`src/rtl/mst_pkg.sv`:
```
`default_nettype none
package mst_pkg;
   localparam int MaxVertices = 64;
   localparam int VtxBits = 6;
   localparam int CntBits = 7;
   localparam int WeightBits = 16;
   localparam int AddrBits = 2 * VtxBits;

   typedef enum logic [10:0] {
      S_CLEAR  = 11'b00000000001,
      S_LOAD   = 11'b00000000010,
      S_FWD    = 11'b00000000100,
      S_SWAP   = 11'b00000001000,
      S_INIT   = 11'b00000010000,
      S_SCAN   = 11'b00000100000,
      S_PICK   = 11'b00001000000,
      S_RELAX  = 11'b00010000000,
      S_RDRAIN = 11'b00100000000,
      S_EMIT   = 11'b01000000000,
      S_WIPE   = 11'b10000000000
   } state_type;

   typedef struct packed {
      logic clear_mem;      // write absent at sweep address
      logic lookup;         // read stored entry a->b of the incoming edge
      logic store_fwd;      // edge write a->b
      logic store_rev;      // edge write b->a
      logic init_prim;
      logic scan_step;
      logic scan_start;
      logic pick;           // mark chosen vertex visited
      logic relax_start;
      logic relax_step;
      logic emit_start;
      logic emit_step;
      logic wipe_start;
   } cmd_type;

   typedef struct packed {
      logic sweep_done;
      logic store_keep;     // stored entry absent or new edge lighter than it
      logic scan_done;
      logic found;
      logic relax_done;
      logic emit_done;
      logic emit_ready;     // key and parent reads line up with the counter
      logic emit_has;       // current emit vertex is reached
      logic last_child;     // no reached vertex above the current one
      logic any_emitted;
   } sts_type;
endpackage
`default_nettype wire

```
`src/rtl/mst_ctrl.sv`:
```
`default_nettype none
module mst_ctrl (
   input  wire logic                   clock,
   input  wire logic                   reset,
   input  wire logic                   req_valid,
   output logic                        req_stall,
   input  wire logic                   req_carries_edge,
   input  wire logic                   req_last_edge,
   input  wire logic                   edge_ok,
   output logic                        rsp_valid,
   input  wire logic                   rsp_stall,
   output logic                        rsp_edge_valid,
   output logic                        rsp_last_result,
   output mst_pkg::cmd_type            cmd,
   input  wire mst_pkg::sts_type       sts
);
   mst_pkg::state_type state_ff, state_in;
   logic last_ff, last_in;

   logic acc;
   assign acc = req_valid && !req_stall;

   always_comb begin
      state_in = state_ff;
      last_in = last_ff;
      cmd = '0;
      req_stall = 1'b1;
      rsp_valid = 1'b0;
      rsp_edge_valid = 1'b0;
      rsp_last_result = 1'b0;
      case (state_ff)
         mst_pkg::S_CLEAR, mst_pkg::S_WIPE: begin
            cmd.clear_mem = 1'b1;
            if (sts.sweep_done) begin
               cmd.clear_mem = 1'b0;
               state_in = mst_pkg::S_LOAD;
            end
         end
         mst_pkg::S_LOAD: begin
            req_stall = 1'b0;
            if (acc) begin
               last_in = req_last_edge;
               if (req_carries_edge && edge_ok) begin
                  cmd.lookup = 1'b1;
                  state_in = mst_pkg::S_FWD;
               end else if (req_last_edge) begin
                  state_in = mst_pkg::S_INIT;
               end
            end
         end
         mst_pkg::S_FWD: begin
            // a heavier or equal duplicate leaves the stored edge alone
            if (sts.store_keep) begin
               cmd.store_fwd = 1'b1;
               state_in = mst_pkg::S_SWAP;
            end else begin
               state_in = last_ff ? mst_pkg::S_INIT : mst_pkg::S_LOAD;
            end
         end
         mst_pkg::S_SWAP: begin
            cmd.store_rev = 1'b1;
            state_in = last_ff ? mst_pkg::S_INIT : mst_pkg::S_LOAD;
         end
         mst_pkg::S_INIT: begin
            cmd.init_prim = 1'b1;
            cmd.scan_start = 1'b1;
            state_in = mst_pkg::S_SCAN;
         end
         mst_pkg::S_SCAN: begin
            if (sts.scan_done) begin
               state_in = mst_pkg::S_PICK;
            end else begin
               cmd.scan_step = 1'b1;
            end
         end
         mst_pkg::S_PICK: begin
            if (sts.found) begin
               cmd.pick = 1'b1;
               cmd.relax_start = 1'b1;
               state_in = mst_pkg::S_RELAX;
            end else begin
               cmd.emit_start = 1'b1;
               state_in = mst_pkg::S_EMIT;
            end
         end
         mst_pkg::S_RELAX: begin
            if (sts.relax_done) begin
               state_in = mst_pkg::S_RDRAIN;
            end else begin
               cmd.relax_step = 1'b1;
            end
         end
         mst_pkg::S_RDRAIN: begin
            cmd.scan_start = 1'b1;
            state_in = mst_pkg::S_SCAN;
         end
         mst_pkg::S_EMIT: begin
            if (sts.emit_done) begin
               if (!sts.any_emitted) begin
                  rsp_valid = 1'b1;
                  rsp_last_result = 1'b1;
                  if (!rsp_stall) begin
                     cmd.wipe_start = 1'b1;
                     state_in = mst_pkg::S_WIPE;
                  end
               end else begin
                  cmd.wipe_start = 1'b1;
                  state_in = mst_pkg::S_WIPE;
               end
            end else if (sts.emit_ready) begin
               if (sts.emit_has) begin
                  rsp_valid = 1'b1;
                  rsp_edge_valid = 1'b1;
                  // final word when no later reached vertex
                  rsp_last_result = sts.last_child;
                  if (!rsp_stall) cmd.emit_step = 1'b1;
               end else begin
                  cmd.emit_step = 1'b1;
               end
            end
         end
         default: begin
            state_in = mst_pkg::S_CLEAR;
         end
      endcase
   end

   always_ff @(posedge clock) begin
      if (reset) begin
         state_ff <= mst_pkg::S_CLEAR;
         last_ff <= 1'b0;
      end else begin
         state_ff <= state_in;
         last_ff <= last_in;
      end
   end
endmodule
`default_nettype wire

```
`config.mk`:
```
export PLATFORM = sky130hd
export DESIGN_NAME = mst_ctrl
export DESIGN_NICKNAME = d
export VERILOG_FILES = /design/src/rtl/mst_pkg.sv /design/src/rtl/mst_ctrl.sv
export SDC_FILE = /design/constraint.sdc
export NUM_CORES = 1
export LEC_CHECK = 0
export BUFFER_PORTS_ARGS = -buffer_cell sky130_fd_sc_hd__buf_2
export CORE_MARGIN = 3
export CORE_UTILIZATION = 49
export DETAILED_ROUTE_END_ITERATION = 12
export PLACE_DENSITY = 0.79
export SYNTH_ARGS = -nofsm -noshare
export SYNTH_HDL_FRONTEND = slang
export SYNTH_SLANG_ARGS = --single-unit
```
`constraint.sdc`:
```
create_clock -name clock -period 2.5 [get_ports clock]
set_input_delay 0.125 -clock clock [delete_from_list [all_inputs] [get_ports clock]]
set_output_delay 0.125 -clock clock [all_outputs]
set_load 0.05 [all_outputs]
```
==> results of run 1 <==
[power groups by stage]
| stage | Sequential [µW] | Combinational [µW] | Clock, µW |
|---|---|---|---|
| floorplan | 221 | 281 | 0 |
| global placement | 223 | 392 | 0 |
| detailed placement | 223 | 400 | 0 |
| CTS | 219 | 407 | 159 |
| global route | 221 | 452 | 168 |
| finish | 218 | 416 | 158 |
[worst paths after layout]
| kind | endpoint | start | cells past startpoint |
|---|---|---|---|
| setup / recovery | cmd[10] | state_ff[8] | 5 |
| hold / removal | state_ff[7] | sts[6] | 3 |
| setup reg to reg | state_ff[0] | state_ff[8] | 5 |
| hold reg to reg | last_ff | last_ff | 2 |
[flip-flops by register name, summed over array words and instances, names as in the netlist]
register,count
last_ff,1
state_ff,11
[kinds of logic after synthesis]
| family | count (synthesis) | synth area share [%] |
|---|---|---|
| DFF | 12 | 25.0 |
| AOI/OAI and AO/OA | 29 | 21.2 |
| buffers and inverters | 15 | 7.80 |
| and+or+nand+nor | 65 | 42.4 |
| xor gates and xnor gates | 4 | 3.64 |
[stage by stage]
step                      hold WS [ps]  cell area [µm²]  utilization, %  power, µW
after floorplan                    197              971               -        502
after global placement             379             1160            64.8        616
after detailed placement           380             1160            64.8        623
after CTS                         94.7             1210            67.8        784
after global routing               135             1230            69.1        840
final                             94.7             1230            69.1        793
[worst max-delay path: cells and delay by family (launching register included)]
kind                   cells  cell delay [ps]
and+or+nand+nor            4             1380
buffers and inverters      1              260
DFF                        1              370
[synthesized netlist by cell type (2+ instances only)]
| master | instances | area share (%) |
|---|---|---|
| or4_2 | 4 | 3.6 |
| nor2b_1 | 6 | 3.9 |
| nor4b_1 | 2 | 1.8 |
| inv_1 | 7 | 2.7 |
| nor4_1 | 9 | 5.9 |
| and3_1 | 2 | 1.3 |
| nand3_1 | 3 | 1.6 |
| nor3_1 | 5 | 2.6 |
| or4b_2 | 3 | 3.1 |
| clkbuf_1 | 5 | 2.0 |
| or2_2 | 2 | 1.3 |
| a2111oi_0 | 2 | 1.8 |
| or3_1 | 3 | 2.0 |
| a21oi_1 | 8 | 4.2 |
| o21ba_2 | 3 | 3.1 |
| nand2b_1 | 5 | 3.3 |
| or3_2 | 2 | 1.6 |
| o21ai_0 | 6 | 3.1 |
| buf_6 | 2 | 2.3 |
| xnor2_1 | 3 | 2.7 |
| nor2_1 | 10 | 3.9 |
| nand2_1 | 3 | 1.2 |
| dfxtp_1 | 12 | 25 |
[layer usage]
layer	up-vias	global-route usage, %
li1	534	-
met1	506	26.1
met2	75	37.4
met3	11	4.45
met4	0	10.3
met5	-	0
[timing repair]
item	in CTS	in global routing
setup endpoints to repair	3	5
resized for setup	6	6
hold buffers	0	0
pin swaps	1	2
setup buffers	0	1
[cell usage in the layout, fill, tap and decap left out, types with 3 or more instances in the layout]
cell	instances
nor2_1	9
o21ai_0	6
buf_4	7
a21oi_1	8
or4b_2	3
nor2b_1	6
nand3_1	3
xnor2_1	3
o21ba_2	3
nand2b_1	5
buf_2	30
dfxtp_1	7
clkbuf_4	4
nor4_1	7
inv_1	7
dfxtp_2	5
nand2_1	3
nor3_1	4
or3_1	3
or4_2	3
[area by class of cell]
cell class                 instances  share of cell area, %
clock buffer                       4                   2.95
inverter                           7                   2.13
multi-input combinational         98                   54.4
sequential                        12                   20.0
tap                               25                   2.54
timing repair buffer              39                   18.0
==> flow_summary.json, run 1 <==
{
  "critical_path.max_stage_delay_ps": 570,
  "setup_slack_ps": 88.1,
  "synth_seq_cells": 12,
  "regArea_um2": 246,
  "grt_max_degree": 13,
  "sw_frac_of_total_pct": 41.0,
  "slew_headroom_pct": 56.4,
  "setup_viol": 0,
  "dr_wl_met2_um": 1280,
  "grt_use_total_pct": 21.9,
  "dp_slack_ps": 196,
  "drv_slew": 0,
  "htreeDepth": 1,
  "cp.arrival_ps": 2290,
  "outcome": "finished clean",
  "routedWlPerCell_um": 14.7,
  "seq_area_frac_synth_pct": 25.0,
  "startpoint_type": "flop",
  "layout-drive-gt1-share_pct": 45.0,
  "peakVddDrop_v": 0.000408,
  "worst_slew_pin_slew_ps": 648,
  "multiInputGateArea_um2": 669,
  "skew_ps": 0.702,
  "io_pins": 34,
  "cts_buffers": 3,
  "fin_setup_tns_ps": 0,
  "power_leakage_uw": 0.000523,
  "hold_class": "input port to flop",
  "die_w_um": 50.3,
  "cts_tree": "built",
  "dieArea_um2": 2530,
  "synth_top_flop_cell": "dfxtp_1",
  "synth_area_per_cell_um2": 7.70,
  "drt_iter0_drc": 36,
  "cap_violations": 0,
  "rows": 15,
  "synth_area_um2": 962,
  "antenna_found_initial": 0,
  "worstSetupPathType": "flop to output port",
  "placedCellCount": 180,
  "io_buffers": 33,
  "clk_path_buf_depth": 2,
  "first_pass_iters": 4,
  "ys_warn_count": 0,
  "pwr-share-seq_pct": 27.5,
  "finalCriticalPeriod_ps": 2410,
  "synth_edf_count": 0,
  "internal-power_uw": 468,
  "nets": 178,
  "instances_no_fill": 185,
  "synth.distinct_cells": 41,
  "design.core.area_um2": 1780,
  "vias": 1126,
  "rsz0062_at_grt": "false",
  "wl_met1_um": 1130,
  "clkSinkCount": 12,
  "async_reset_ff_share_pct": 0,
  "fillers": 145,
  "cpMaxStageDelayCell": "or4_4",
  "grt_pass1_wl_um": 4290,
  "clk_latency_ps": 270,
  "gp_congestion": 0.937,
  "vias_per_cell": 6.09,
  "combPwrFrac_pct": 52.5,
  "cp_cell_sequence": "or4_4 -> or3_4 -> nor3_2 -> and3_1 -> buf_2",
  "clockPowerShare_pct": 20.0,
  "first_global_vias": 1044,
  "p_sw_uw": 325,
  "cts_root_buf": "clkbuf_4",
  "cts.clk_slew.worst_paths_ps": 80,
  "n_antenna_cell": 0,
  "synth_nets": 142,
  "max_freq_mhz": 415,
  "required_ps": 2380,
  "ant_nets": 0,
  "critPathMaxFanout": 8,
  "dp_hpwl_um": 2070,
  "fin_crit_sh_pct": 96.5,
  "dr.max_layer_used": "met4",
  "p_per_area_nw_per_um2": 644,
  "wl_um": 2720,
  "hold_viol": 0,
  "syn_to_final_growth_pct": 28.0,
  "dieHeight_um": 50.3,
  "route.met3.wl_um": 256,
  "critPathCaptureType": "output port",
  "r2r_slack_ps": 190,
  "syn-instance-count": 125,
  "start_util_pct": 54.0,
  "grt.overflow.total": 0,
  "drcViolationCount": 0
}
Note: power is estimated with default switching activity, not from simulation.
==> run 2: changes to the inputs <==
==> constraint.sdc (replaced) <==
create_clock -name clock -period 2.41 [get_ports clock]
set_input_delay 0.3615 -clock clock [delete_from_list [all_inputs] [get_ports clock]]
set_output_delay 0.3615 -clock clock [all_outputs]
set_load 0.05 [all_outputs]
==> run 2 against run 1 <==
Net effect:
- the flow now finishes with violations (negative setup slack)
- clock power down 20%
- core utilization rose by 19 points
- combinational power is 45% higher
- worst hold slack better by 260 ps
- sequential share of layout area down 4.2 points
- cell area increased by 28%
- first-iteration DRC count rose by 78%
- register-to-register slack worse by 280 ps
- total power up 22%
- sequential power up 10%
- highest routed layer unchanged
==> flow_summary.json, run 2 (synthesis results as in run 1) <==
{
  "rows": 15,
  "setup_viol": 7,
  "clockPowerShare_pct": 13.1,
  "utilization_pct": 88.4,
  "first_global_vias": 1152,
  "multiInputGateArea_um2": 816,
  "regArea_um2": 249,
  "place_area_um2": 1300,
  "dieArea_um2": 2530,
  "cts_buffers": 3,
  "vias": 1303,
  "p_sw_uw": 425,
  "grt.overflow.total": 0,
  "final_cell_mix": "buf_4, buf_2",
  "pwr-share-seq_pct": 24.8,
  "peakVddDrop_v": 0.000569,
  "first_pass_iters": 5,
  "final_area_um2": 1580,
  "grt_use_total_pct": 28.0,
  "dp_hpwl_um": 2330,
  "design.core.area_um2": 1780,
  "syn_to_final_growth_pct": 63.8,
  "grt_pass1_wl_um": 5390,
  "cts_tree": "built",
  "hold_depth": 3,
  "layout-drive-gt1-share_pct": 58.8,
  "dp_slack_ps": 36.6,
  "worstSetupPathType": "flop to output port",
  "ant_nets": 0,
  "p_per_area_nw_per_um2": 615,
  "fin_crit_sh_pct": 105,
  "wl_um": 4020,
  "io_pins": 34,
  "max_freq_mhz": 397,
  "fillers": 84,
  "holdBufCountCts": 0,
  "combPwrFrac_pct": 62.1,
  "clkSinkCount": 12,
  "die_w_um": 50.3,
  "antenna_found_initial": 0,
  "outcome": "finished with violations",
  "drv_slew": 0,
  "cap_violations": 0,
  "largest_register_ffs": 11,
  "critPathCaptureType": "output port",
  "sw_frac_of_total_pct": 43.9,
  "start_util_pct": 54.0,
  "required_ps": 2050,
  "clk_path_buf_depth": 2,
  "routedWlPerCell_um": 19.9,
  "clk_latency_ps": 270,
  "cts.clk_slew.worst_paths_ps": 80,
  "vias_per_cell": 6.45,
  "critPathMaxFanout": 2,
  "holdWs_ps": 358,
  "nets": 196,
  "internal-power_uw": 544,
  "gp_congestion": 0.867,
  "violations": "negative setup slack",
  "grt_max_degree": 13,
  "drcViolationCount": 0,
  "power_leakage_uw": 0.000632,
  "cts_root_buf": "clkbuf_4",
  "finalCriticalPeriod_ps": 2520,
  "rsz0062_at_grt": "true",
  "top_register": "state_ff",
  "hold_class": "input port to flop",
  "n_antenna_cell": 0,
  "io_buffers": 33,
  "drt_iter0_drc": 64,
  "reg_top3": "state_ff (11), last_ff (1)",
  "skew_ps": 1.46,
  "mostFrequentLayoutCell": "buf_4",
  "startpoint_type": "flop",
  "worst_slew_pin_slew_ps": 669,
  "slew_headroom_pct": 55.0,
  "htreeDepth": 1,
  "cp.arrival_ps": 2160,
  "dieHeight_um": 50.3,
  "setup_slack_ps": -110,
  "hold_viol": 0,
  "reg2regPathDepth": 6
}
==> run 2: cell types whose count changed in the layout (fill, tap and decap cells not counted), moves of 3 or more <==
| cell | change |
|---|---|
| buf_2 | -12 |
| buf_4 | +18 |
| buf_6 | +6 |
| buf_8 | +3 |
| clkbuf_4 | +3 |
| nor2_1 | -4 |
| nor2_4 | +4 |
| nor4_4 | +3 |
==> run 2: power groups by stage <==
stage               Clock, µW  Combinational [µW]  Sequential, µW
floorplan                   0                 308             229
global placement            0                 442             236
detailed placement          0                 449             237
CTS                       126                 501             234
global route              135                 641             243
finish                    127                 602             240
==> run 2: cell type report <==
type,count,area share [%]
timing repair buffer,57,27.4
inverter,7,1.67
sequential,12,15.8
multi-input combinational,98,51.7
clock buffer,3,1.43
tap,25,1.98
==> run 2: path summary, 6_finish.rpt <==
check                                  from         endpoint  slack, ps
worst max-delay path            state_ff[3]  rsp_last_result       -110
worst min-delay path                 sts[6]      state_ff[7]        360
worst max register to register  state_ff[7]      state_ff[0]        -90
worst min register to register      last_ff          last_ff        510
==> run 2: what timing repair did <==
item / in CTS / in global routing
setup endpoints to repair: 14 / 15
resized for setup: 29 / 26
pin swaps: 2 / 10
buffers inserted: 0 / 7
==> run 2: per-stage QoR <==
stage / TNS (ps) / instances / total power [µW]
6_report: -511 / 202 / 969
4_1_cts: -378 / 195 / 862
3_3_place_gp: 0 / 192 / 679
3_5_place_dp: 0 / 192 / 686
5_1_grt: -1140 / 202 / 1020
2_1_floorplan: -236 / 125 / 537
==> run 2: layer usage <==
metal,share of wire (%),GRT usage [%],up-vias
li1,-,-,580
met5,0,0,-
met4,5.4,9.42,0
met3,6.1,2.97,24
met1,37,30.1,627
met2,52,55.2,72
==> run 2: worst max-delay path, cell delays in order, from the launching register on <==
cell,delay (ps)
dfxtp_2,320
or4b_4,530
or4_4,570
nor2_4,180
o21a_4,150
buf_8,130
